File: src/bdq_pkg.sv
package bdq_pkg;

    // Default ring depth of the queue.
    localparam int DEPTH_DEF = 64;

    // Width of one stored element.
    localparam int ELEM_W = 32;

    // Request codes carried in the op field.
    typedef enum logic [2:0] {
        OP_PUSH_FRONT = 3'd0,
        OP_PUSH_BACK  = 3'd1,
        OP_POP_FRONT  = 3'd2,
        OP_POP_BACK   = 3'd3,
        OP_INSERT     = 3'd4,
        OP_SEARCH     = 3'd5
    } bdq_op_t;

    // Result status codes.
    typedef enum logic [1:0] {
        STAT_OK    = 2'd0,
        STAT_FULL  = 2'd1,
        STAT_EMPTY = 2'd2,
        STAT_RANGE = 2'd3
    } bdq_status_t;

    // Sequencer states.
    typedef enum logic [3:0] {
        S_IDLE,
        S_EXEC,
        S_INS_PRIME,
        S_SHIFT,
        S_INS_WR,
        S_SRCH,
        S_FIN_F,
        S_FIN_B,
        S_OUT
    } bdq_state_t;

endpackage

File: src/bounded_deque_with_search.sv
// Bounded double-ended queue of signed 32-bit values kept in a ring of DEPTH
// slots in a single-port-write, single-port-read memory. Each request (push
// front or back, pop front or back, insert before an index, or search) gives
// exactly one result carrying the status, the count afterwards and the front
// and back values. One request is handled at a time: s_tready is high only
// while the sequencer is idle, and the next request may be taken while the
// previous result still waits on the master side. Every memory access goes
// through one shared ring-address adder (head plus position, wrapped), and
// the memory has one read and one write per cycle, so the cost is set by the
// number of elements that must be touched: a push writes one slot and a pop
// only moves the head or the count, a search reads and compares one element
// per cycle over the whole count, an insert at index i below the count moves
// one element per cycle from the back down to i (read and write overlapped,
// after one priming read) before writing, and an insert that appends writes
// its slot with no move. Errors (full, empty, index beyond count) leave the
// contents unchanged.
module bounded_deque_with_search #(
    parameter int DEPTH = bdq_pkg::DEPTH_DEF,
    localparam int AW = $clog2(DEPTH),
    localparam int CW = $clog2(DEPTH + 1),
    localparam int FW = $clog2(DEPTH) + 1,
    localparam int SW = ((3 + bdq_pkg::ELEM_W + CW + 7) / 8) * 8,
    localparam int MW = ((3 + FW + CW + 2 * bdq_pkg::ELEM_W + 7) / 8) * 8
) (
    input  logic          aclk,
    input  logic          aresetn,
    // op [2:0], value [34:3], index [CW+34:35], zero fill above
    input  logic [SW-1:0] s_tdata,
    input  logic          s_tvalid,
    output logic          s_tready,
    // status [1:0], found [2], found_index, count, front_value, back_value
    output logic [MW-1:0] m_tdata,
    output logic          m_tvalid,
    input  logic          m_tready
);
    import bdq_pkg::*;

    localparam int DW = CW + 1;

    // Element storage.
    logic [ELEM_W-1:0] mem [DEPTH];
    logic [ELEM_W-1:0] rdata_reg;

    bdq_state_t state_reg, state_next;

    logic [2:0]        op_reg, op_next;
    logic [ELEM_W-1:0] val_reg, val_next;
    logic [CW-1:0]     idx_reg, idx_next;
    logic [AW-1:0]     head_reg, head_next;
    logic [CW-1:0]     count_reg, count_next;
    logic [CW-1:0]     ptr_reg, ptr_next;
    logic [AW-1:0]     dst_reg, dst_next;
    logic [AW-1:0]     raddr_q_reg;
    logic              cmp_valid_reg, cmp_valid_next;
    logic [CW-1:0]     cmp_idx_reg, cmp_idx_next;
    bdq_status_t       status_reg, status_next;
    logic              found_reg, found_next;
    logic [FW-1:0]     fidx_reg, fidx_next;
    logic [ELEM_W-1:0] front_reg, front_next;

    logic              m_tvalid_reg, m_tvalid_next;
    logic [MW-1:0]     m_tdata_reg, m_tdata_next;

    // Shared ring-address unit and memory port controls.
    logic [CW-1:0] pos;
    logic [DW-1:0] sum;
    logic [AW-1:0] unit_slot;
    logic          mem_we;
    logic [AW-1:0] waddr;
    logic [ELEM_W-1:0] wdata;

    logic          is_full;
    logic          is_empty;
    logic          out_free;
    logic [CW-1:0] ptr_dec;
    logic [CW-1:0] last_pos;
    logic          hit;

    assign s_tready = (state_reg == S_IDLE);
    assign m_tvalid = m_tvalid_reg;
    assign m_tdata  = m_tdata_reg;

    // Status conditions used by the sequencer.
    assign is_full  = (count_reg == CW'(DEPTH));
    assign is_empty = (count_reg == '0);
    assign out_free = !m_tvalid_reg || m_tready;
    assign ptr_dec  = ptr_reg - CW'(1);
    assign last_pos = is_empty ? '0 : count_reg - CW'(1);
    assign hit      = cmp_valid_reg && (rdata_reg == val_reg);

    // Ring address: head plus position, folded back once past the end.
    always_comb begin
        sum = DW'(head_reg) + DW'(pos);
        if (sum >= DW'(DEPTH)) begin
            sum = sum - DW'(DEPTH);
        end
        unit_slot = AW'(sum);
    end

    // Next-state logic.
    always_comb begin
        state_next = state_reg;
        unique case (state_reg)
            S_IDLE: begin
                if (s_tvalid) begin
                    state_next = S_EXEC;
                end
            end
            S_EXEC: begin
                if (op_reg == OP_INSERT && !is_full && !(idx_reg > count_reg)) begin
                    state_next = (idx_reg == count_reg) ? S_INS_WR : S_INS_PRIME;
                end else if (op_reg == OP_SEARCH) begin
                    state_next = S_SRCH;
                end else begin
                    state_next = S_FIN_F;
                end
            end
            S_INS_PRIME: state_next = S_SHIFT;
            S_SHIFT: begin
                if (ptr_dec == idx_reg) begin
                    state_next = S_INS_WR;
                end
            end
            S_INS_WR: state_next = S_FIN_F;
            S_SRCH: begin
                if (ptr_reg == count_reg) begin
                    state_next = S_FIN_F;
                end
            end
            S_FIN_F: state_next = S_FIN_B;
            S_FIN_B: state_next = S_OUT;
            S_OUT: begin
                if (out_free) begin
                    state_next = S_IDLE;
                end
            end
            default: state_next = S_IDLE;
        endcase
    end

    // Datapath control and register updates for each state.
    always_comb begin
        pos            = '0;
        mem_we         = 1'b0;
        waddr          = unit_slot;
        wdata          = val_reg;
        op_next        = op_reg;
        val_next       = val_reg;
        idx_next       = idx_reg;
        head_next      = head_reg;
        count_next     = count_reg;
        ptr_next       = ptr_reg;
        dst_next       = dst_reg;
        cmp_valid_next = cmp_valid_reg;
        cmp_idx_next   = cmp_idx_reg;
        status_next    = status_reg;
        found_next     = found_reg;
        fidx_next      = fidx_reg;
        front_next     = front_reg;
        m_tdata_next   = m_tdata_reg;
        m_tvalid_next  = m_tvalid_reg && !m_tready;

        unique case (state_reg)
            S_IDLE: begin
                // Capture the request.
                op_next     = s_tdata[2:0];
                val_next    = s_tdata[3 +: ELEM_W];
                idx_next    = s_tdata[3 + ELEM_W +: CW];
                status_next = STAT_OK;
                found_next  = 1'b0;
                fidx_next   = '1;
            end
            S_EXEC: begin
                case (op_reg)
                    OP_PUSH_FRONT: begin
                        pos = CW'(DEPTH - 1);
                        if (is_full) begin
                            status_next = STAT_FULL;
                        end else begin
                            head_next  = unit_slot;
                            mem_we     = 1'b1;
                            count_next = count_reg + CW'(1);
                        end
                    end
                    OP_PUSH_BACK: begin
                        pos = count_reg;
                        if (is_full) begin
                            status_next = STAT_FULL;
                        end else begin
                            mem_we     = 1'b1;
                            count_next = count_reg + CW'(1);
                        end
                    end
                    OP_POP_FRONT: begin
                        pos = CW'(1);
                        if (is_empty) begin
                            status_next = STAT_EMPTY;
                        end else begin
                            head_next  = unit_slot;
                            count_next = count_reg - CW'(1);
                        end
                    end
                    OP_POP_BACK: begin
                        if (is_empty) begin
                            status_next = STAT_EMPTY;
                        end else begin
                            count_next = count_reg - CW'(1);
                        end
                    end
                    OP_INSERT: begin
                        pos = count_reg;
                        if (is_full) begin
                            status_next = STAT_FULL;
                        end else if (idx_reg > count_reg) begin
                            status_next = STAT_RANGE;
                        end else begin
                            dst_next = unit_slot;
                            ptr_next = count_reg;
                        end
                    end
                    OP_SEARCH: begin
                        ptr_next       = '0;
                        cmp_valid_next = 1'b0;
                    end
                    default: begin
                    end
                endcase
            end
            S_INS_PRIME: begin
                // First read of the element next to the free slot.
                pos = ptr_dec;
            end
            S_SHIFT: begin
                // Move one element a place towards the back, fetch the next.
                pos      = (ptr_dec > idx_reg) ? ptr_reg - CW'(2) : '0;
                mem_we   = 1'b1;
                waddr    = dst_reg;
                wdata    = rdata_reg;
                dst_next = raddr_q_reg;
                ptr_next = ptr_dec;
            end
            S_INS_WR: begin
                pos        = idx_reg;
                mem_we     = 1'b1;
                count_next = count_reg + CW'(1);
            end
            S_SRCH: begin
                // Read one element per cycle and compare it in the next cycle.
                pos = ptr_reg;
                if (ptr_reg < count_reg) begin
                    ptr_next       = ptr_reg + CW'(1);
                    cmp_valid_next = 1'b1;
                    cmp_idx_next   = ptr_reg;
                end else begin
                    cmp_valid_next = 1'b0;
                end
                if (hit) begin
                    found_next = 1'b1;
                    fidx_next  = FW'(cmp_idx_reg);
                end
            end
            S_FIN_F: begin
                pos = '0;
            end
            S_FIN_B: begin
                pos        = last_pos;
                front_next = rdata_reg;
            end
            S_OUT: begin
                // Hold the back address so the read data stays put.
                pos = last_pos;
                if (out_free) begin
                    m_tvalid_next = 1'b1;
                    m_tdata_next  = MW'({
                        (is_empty ? ELEM_W'(0) : rdata_reg),
                        (is_empty ? ELEM_W'(0) : front_reg),
                        count_reg,
                        fidx_reg,
                        found_reg,
                        status_reg
                    });
                end
            end
            default: begin
            end
        endcase
    end

    // Element memory: one write and one registered read per cycle.
    always_ff @(posedge aclk) begin
        if (mem_we) begin
            mem[waddr] <= wdata;
        end
        rdata_reg <= mem[unit_slot];
    end

    // Control registers.
    always_ff @(posedge aclk) begin
        if (!aresetn) begin
            state_reg     <= S_IDLE;
            head_reg      <= '0;
            count_reg     <= '0;
            cmp_valid_reg <= 1'b0;
            m_tvalid_reg  <= 1'b0;
        end else begin
            state_reg     <= state_next;
            head_reg      <= head_next;
            count_reg     <= count_next;
            cmp_valid_reg <= cmp_valid_next;
            m_tvalid_reg  <= m_tvalid_next;
        end
    end

    // Payload registers.
    always_ff @(posedge aclk) begin
        op_reg      <= op_next;
        val_reg     <= val_next;
        idx_reg     <= idx_next;
        ptr_reg     <= ptr_next;
        dst_reg     <= dst_next;
        raddr_q_reg <= unit_slot;
        cmp_idx_reg <= cmp_idx_next;
        status_reg  <= status_next;
        found_reg   <= found_next;
        fidx_reg    <= fidx_next;
        front_reg   <= front_next;
        m_tdata_reg <= m_tdata_next;
    end

    // The element count never exceeds the ring depth.
    a_count_bound: assert property (@(posedge aclk) disable iff (!aresetn)
        count_reg <= CW'(DEPTH))
        else $error("element count beyond depth");

    // The head slot always stays inside the ring.
    a_head_bound: assert property (@(posedge aclk) disable iff (!aresetn)
        DW'(head_reg) < DW'(DEPTH))
        else $error("head slot outside ring");

    // Once a request is taken, no other is taken in the next cycle.
    a_one_at_a_time: assert property (@(posedge aclk) disable iff (!aresetn)
        (s_tvalid && s_tready) |=> !s_tready)
        else $error("request taken while busy");

    // The count only changes in the states that add or remove elements.
    a_count_hold: assert property (@(posedge aclk) disable iff (!aresetn)
        !(state_reg == S_EXEC || state_reg == S_INS_WR) |=> $stable(count_reg))
        else $error("count changed outside an update state");

    // A new result is only raised from the result state.
    a_result_src: assert property (@(posedge aclk) disable iff (!aresetn)
        $rose(m_tvalid_reg) |-> $past(state_reg == S_OUT))
        else $error("result raised outside the result state");

endmodule
File: config.mk
export PLATFORM = sky130hd
export DESIGN_NAME = bounded_deque_with_search
export DESIGN_NICKNAME = d
export VERILOG_FILES = /design/src/bdq_pkg.sv /design/src/bounded_deque_with_search.sv
export SDC_FILE = /design/constraint.sdc
export NUM_CORES = 2
export LEC_CHECK = 0
export BUFFER_PORTS_ARGS = -buffer_cell sky130_fd_sc_hd__buf_4
export CAP_MARGIN = 20
export CORE_MARGIN = 3
export CORE_UTILIZATION = 35
export DETAILED_ROUTE_END_ITERATION = 10
export PLACE_DENSITY = 0.51
export SLEW_MARGIN = 0
export SYNTH_ARGS = -nofsm -noshare
export SYNTH_HDL_FRONTEND = slang
export SYNTH_SLANG_ARGS = --single-unit
File: constraint.sdc
create_clock -name aclk -period 6.8 [get_ports aclk]
set_input_delay 0.68 -clock aclk [delete_from_list [all_inputs] [get_ports aclk]]
set_output_delay 0.68 -clock aclk [all_outputs]
set_load 0.01 [all_outputs]
# Word level (Yosys, flattened, before mapping)
# Memories as Yosys holds them, arrays and structs flattened. A register that Yosys moved wholly into a read port is not among the register bits.
# Index checks and enable logic that the tools add are counted.
# word_totals
reg_bits	210
ramBits	2048
input_bits	52
out_inout_bits	90
word_cells	155
n_memories	1
# op_classes
addsub	7
n_lt_le_gt_ge	4
eq_ne	40
n_mux	51
reduce_logical	34
# mem_list
name	depth	width	read_ports	rd_clocked_by_memory_dff	wr	line	rtl
mem	64	32	1	1	1	bounded_deque_with_search.sv:41	logic [ELEM_W-1:0] mem [DEPTH];
# op_table
cell	n
two-way mux 7 bit	8
one-hot mux 7 bit (2 select lines)	4
two-way mux 6 bit	7
one-hot mux 7 bit (3 select lines)	2
one-hot mux 7 bit (6 select lines)	1
one-hot mux 4 bit (9 select lines)	1
== test 32 bit	1
two-way mux 32 bit	1
inequality test 2 bit, second input constant	12
inequality test 3 bit, second input constant	8
one-hot mux 6 bit (2 select lines)	2
== test 7 bit	3
== test 4 x 3 -> 1 bit, second input constant	4
two-way mux 4 bit	4
AND reduction 4 bit	4
adder 7 x 1 -> 7 bit, second input constant	2
greater-than comparator 7 bit	2
subtractor 7 x 1 -> 7 bit, second input constant	2
nonzero test 2 bit	6
two-way mux 2 bit	5
AND reduction 5 bit	2
OR reduction 2 bit	5
two-way mux 1 bit	9
adder 6 x 7 -> 8 bit	1
other kinds (24)	40

# Depth between registers and ports, before layout
# logic_depth
depth_word	11
mapped_depth	24

# Worst setup path before layout
# No wires, ideal clock.
# synth_timing
kind	flip-flop to flip-flop
from	register ptr_reg[2]
to	memory mem[6][0], enable pin
setup_ns	0.421
arrival_ns	6.762
required_ns	6.379
path_slack_ns	-0.383
stages_incl_launch_ff	24
path_buffers	5
period_less_slack_ns	7.183
path_cell_list	edfxtp_1 clkbuf_1 inv_1 ha_1 nor3b_1 nand2_1 xnor2_1 ha_1 nand4_1 o21ai_0 o21bai_1 a21oi_1 or3_1 ha_1 fa_1 clkbuf_1 clkbuf_1 clkbuf_1 clkbuf_1 nand2_1 and2_1 nor2_1 nand2_1 nor2_1
# synth_between
elab_chain_len	8
elab_cells_between_ends	10
cone_classes	add/sub: 4; order compare: 2; mux: 4
# synth_lines
element	line	rtl
from (decl)	bounded_deque_with_search.sv:51	logic [CW-1:0] ptr_reg, ptr_next;
from (signal assigned)	bounded_deque_with_search.sv:319	ptr_reg <= ptr_next;
subtractor 7 x 1 -> 7 bit	bounded_deque_with_search.sv:87	assign ptr_dec = ptr_reg - CW'(1);
greater-than comparator 7 bit	bounded_deque_with_search.sv:235	pos = (ptr_dec > idx_reg) ? ptr_reg - CW'(2) : '0;
two-way mux 7 bit	bounded_deque_with_search.sv:235	
one-hot mux 7 bit (6 select lines) (*)	bounded_deque_with_search.sv:163	unique case (state_reg)
adder 6 x 7 -> 8 bit (*)	bounded_deque_with_search.sv:93	sum = DW'(head_reg) + DW'(pos);
greater-or-equal comparator 8 x 7 -> 1 bit or subtractor 6 x 1 -> 6 bit (tied branches)	bounded_deque_with_search.sv:94, bounded_deque_with_search.sv:95	
two-way mux 6 bit (*)	bounded_deque_with_search.sv:94	if (sum >= DW'(DEPTH)) begin
net sum[1]	bounded_deque_with_search.sv:66	logic [DW-1:0] sum;
two-way mux 6 bit (*)	bounded_deque_with_search.sv:163	
to (decl)	bounded_deque_with_search.sv:41	
# The timed path passes the listed nets; every way through them passes the cells marked *.

# Worst setup path in the final report
# layout_timing
from	register ptr_reg[1]
to	register rdata_reg[6], read port of mem
# layout_between
elab_chain_len	7
elab_cells_between_ends	9
cone_classes	add/sub: 4; order compare: 2; mux: 3
# layout_lines
element	line	rtl
subtractor 7 x 1 -> 7 bit	bounded_deque_with_search.sv:87	
greater-than comparator 7 bit	bounded_deque_with_search.sv:235	
two-way mux 7 bit	bounded_deque_with_search.sv:235	
one-hot mux 7 bit (6 select lines) (*)	bounded_deque_with_search.sv:163	
adder 6 x 7 -> 8 bit (*)	bounded_deque_with_search.sv:93	
greater-or-equal comparator 8 x 7 -> 1 bit or subtractor 6 x 1 -> 6 bit (tied branches)	bounded_deque_with_search.sv:94, bounded_deque_with_search.sv:95	
two-way mux 6 bit (*)	bounded_deque_with_search.sv:94	
to (decl)	bounded_deque_with_search.sv:42	logic [ELEM_W-1:0] rdata_reg;
# Every way passes the cells marked *; elsewhere a longest branch is shown, timed or not.
# A chain may end at the register's enable or synchronous reset.

==> metrics.md <==
| Metric | Value |
|---|---|
| RR Startpoint | `ptr_reg[1]$_DFFE_PP_` |
| Slowest cell on the critical path | `mux4_2` |
| Gp weighted congestion | `0.8183` |
| Leak pwr | `32.43 nW` |
| Synth area leaders | `edfxtp_1 (76%), mux4_2 (16%), dfxtp_1 (1.3%)` |
| Placed Cells | `7433` |
| First-pass GRT wire length | `320100 µm` |
| Status | `completed` |
| Antenna violations before repair | `9` |
| Internal power | `33.25 mW` |
| Post-synth EDFFs | `2233` |
| Crit path launch | `ptr_reg[1]$_DFFE_PP_` |
| FF+latch area | `0.06820 mm²` |
| Sequential area share after synthesis | `77.17%` |
| Die Y | `508.5 µm` |
| Synthesized instance count | `3941` |
| Dpl cell area | `0.09614 mm²` |
| Fraction of layout cells with a size suffix above 1 | `32.13%` |
| RR Endpoint | `rdata_reg[6]$_DFF_P_` |
| Post-Layout Inst Area | `0.1046 mm²` |
| # fillers | `21594` |
| Mapped cell area | `0.08837 mm²` |
| Clock latency on the worst-skew pair | `870 ps` |
| Clk buf depth | `3` |
| DP Wirelength | `129000 µm` |
| Clock sinks | `2290` |
| Crit-path cells | `inv_1, ha_1, nor3b_1, nand2_1, xnor2_1, ha_1, nand4_1, o21ai_0, o21bai_1, a21oi_1, or3_1, ha_4, fa_4, a21o_1, a21oi_2, xor2_4, buf_12, buf_12, mux4_2, nor2b_1, a211oi_1, a21oi_1` |
| Startpoint types | `flip-flop` |
| Core area | `0.2498 mm²` |
| Fin. max-slew vios | `0` |
| Clock skew | `35.18 ps` |
| Reg clk slew, reported paths | `60 ps` |
| Power per cell area | `469.3 mW/mm²` |
| Yosys reg bits | `2290` |
| Max-cap viol count | `0` |
| Critical Path RT | `7500 ps` |
| DRC Markers | `0` |
| Crit path to | `rdata_reg[6]$_DFF_P_` |
| I/O pins | `142` |
| Htree depth | `4` |
| Number of global-route vias before repair | `42660` |
| Post-layout minimum cycle time | `6384 ps` |
| Routed wire length | `224700 µm` |
| Footprint of the multi-input gates | `0.01991 mm²` |
| Overflow after GRT | `0` |
| Clock Power Share | `25.5%` |
| # rows | `183` |
| Final hold vios | `0` |
| Vias per cell | `5.212` |
| Slew @ Worst Pin | `1121 ps` |
| Mean Syn Cell Area | `22.42 µm²` |
| Largest net degree at the start of global routing | `98` |
| Final hold slack | `70.32 ps` |
| Root buf cell | `clkbuf_16` |
| Overall routing resource usage | `17.29%` |
| Post-layout util | `41.88%` |
| F_max | `156.6 MHz` |
| Starting density of the core | `35.37%` |
| Die Span X | `508.5 µm` |
| Worst min-delay path class | `input pin to flip-flop` |
| Final setup TNS | `0 ps` |
| Synthesis-to-layout area growth | `18.38%` |
| Flop pwr share | `38.0%` |
| Flop-to-flop setup slack | `420 ps` |
| CP Data Arrival Time | `7090 ps` |
| CP Class | `flip-flop to flip-flop` |
| Pre-Repair DR Iteration Count | `5` |
| RSZ-0062 raised after global routing | `no` |
| Library cells used by synthesis | `64` |
| WL per Instance | `28.28 µm` |
| Hold depth | `1` |
| Async S/R FF share, synth | `0%` |
| Synth top area share | `75.88%` |
| Via count | `41415` |
| Ys flop type | `edfxtp_1` |
| Drt first-iter violations | `4003` |
| Final critical-path share of the clock period | `93.88%` |
| Final ANT Viol Nets | `0` |
| Yosys warnings | `0` |
| Setup crit end kind | `flip-flop` |
| Max-slew headroom | `24.59%` |
| Final Setup Violations | `0` |
| Max FFs per register | `2048` |
| Switching Share | `32.26%` |
| Switching pwr | `15.84 mW` |
| PortBufs | `128` |
| Worst vdd ir | `0.3899 mV` |
| Non-Filler Instances | `7946` |
| Critical path's largest stage delay | `570 ps` |
| R2R cell count | `22` |
| CTS tree | `yes` |
| Layout Nets | `4493` |
| Die area | `0.2585 mm²` |
| Comb power frac | `36.4%` |
| CTS Buf Count | `231` |
| Crit path max fanout | `18` |
| Post-synth top area cell | `edfxtp_1` |
-- how the worst min path moves through the flow --
stage,start,to,slack (ps)
2_1_floorplan,status_reg[0]$_SDFFCE_PN0P_,m_tdata[0]$_DFFE_PP_,400
3_3_place_gp,fidx_reg[3]$_SDFFCE_PN1P_,m_tdata[6]$_DFFE_PP_,410
3_5_place_dp,fidx_reg[1]$_SDFFCE_PN1P_,m_tdata[4]$_DFFE_PP_,410
4_1_cts,s_tdata[6],val_reg[3]$_DFFE_PP_,6
5_1_grt,s_tdata[6],val_reg[3]$_DFFE_PP_,10
6_report,s_tdata[6],val_reg[3]$_DFFE_PP_,70
-- per-layer routing --
layer	routed length [µm]	share of wire (%)	GRT usage, %	vias to the layer above
met3	11990	5.3	3.140	257
li1	-	-	-	17483
met2	109800	49	28.11	1123
met4	4511	2.0	4.165	0
met1	98440	44	24.23	22552
met5	0	0	0	-
-- synth_stat cells, drive strengths merged (2+ instances only) --
cell type	number
mux2i	40
buf	79
or3	17
inv	35
nor2	102
edfxtp	2233
nand3b	2
o311a	2
o2111ai	2
xor2	28
a2111oi	3
o221ai	2
nor3b	5
a221o	2
a21o	5
nor3	20
nand2	144
o21ai	36
nor2b	108
or2	3
and2	4
o22ai	7
a221oi	4
dfxtp	57
or4b	3
clkbuf	130
nand2b	6
xnor2	23
o211a	2
o21bai	2
a21boi	6
nand3	12
a22oi	4
a211oi	38
nand4	10
a31oi	3
o32ai	3
a21oi	59
o31ai	3
o21a	5
mux4	640
ha	33
nor4	9
-- cell families (layout without fill, tap and decap cells) --
logic type	Yosys count	after routing	synth area share (%)
flip-flops	2290	2290	77.17
multiplexers	680	680	16.76
AND/OR/NAND/NOR	450	450	2.491
buffers and inverters	244	907	1.110
AO/OA/AOI/OAI	191	191	1.456
XOR/XNOR	51	51	0.5140
adder cells (fa/ha/maj)	34	34	0.4899
other	1	13	0.004244
-- area by class of cell --
| class | count | share of cell area [%] |
|---|---|---|
| antenna | 6 | 0.01435 |
| clock buffer | 298 | 5.916 |
| clock inverter | 138 | 1.202 |
| inverter | 35 | 0.1256 |
| multi-input combinational | 1413 | 19.03 |
| sequential | 2290 | 65.19 |
| tap | 3330 | 3.983 |
| timing repair buffer | 436 | 4.539 |
-- placed cells by master (no fill, tap or decap), drive strengths merged, types with 4 or more instances in the layout --
cell	n
o21a	5
nor4	9
dfxtp	57
a221oi	4
and2	4
nor2b	108
clkbuf	299
nor2	102
nor3	20
inv	40
clkinv	106
mux4	640
bufinv	22
nand2	144
a21oi	59
mux2i	40
buf	395
dlygate4sd3	40
ha	33
o21ai	36
diode	6
a22oi	4
nor3b	5
a211oi	38
xnor2	23
nand3	12
nand2b	6
nand4	10
or3	17
a21o	5
o22ai	7
conb	7
edfxtp	2233
a21boi	6
xor2	28
clkinvlp	5
-- power by group through the flow --
stage               Sequential, mW  Combinational [mW]  Clock, mW
global route                  18.7                19.2       13.4
floorplan                     18.7                11.3          0
finish                        18.7                17.9       12.5
global placement              19.1                17.5          0
CTS                           18.8                17.8       12.9
detailed placement            19.1                17.7          0
-- critical path, delay by kind of cell, from the launching register on --
family	cells	cell delay, ps
mux	1	570
buf+inv	3	620
xor+xnor	2	410
compound gates	7	1690
flops	1	390
simple gates	5	1200
fa+ha+maj	4	1280
-- through the flow --
| stage | worst slack (ps) | total power, mW |
|---|---|---|
| after floorplan | -383.2 | 30.07 |
| after global placement | 298.0 | 36.59 |
| after detailed placement | 304.0 | 36.81 |
| after CTS | 258.2 | 49.42 |
| after global routing | 10.45 | 51.31 |
| final | 415.9 | 49.09 |
-- timing repair --
action | 4_1_cts | 5_1_grt
buffers inserted | 0 | 4
resized for setup | 0 | 8
endpoints found under the hold margin | 40 | 0
hold buffers | 40 | 0
endpoints found under the setup margin | 0 | 443
Note: power is estimated with default switching activity, not from simulation.
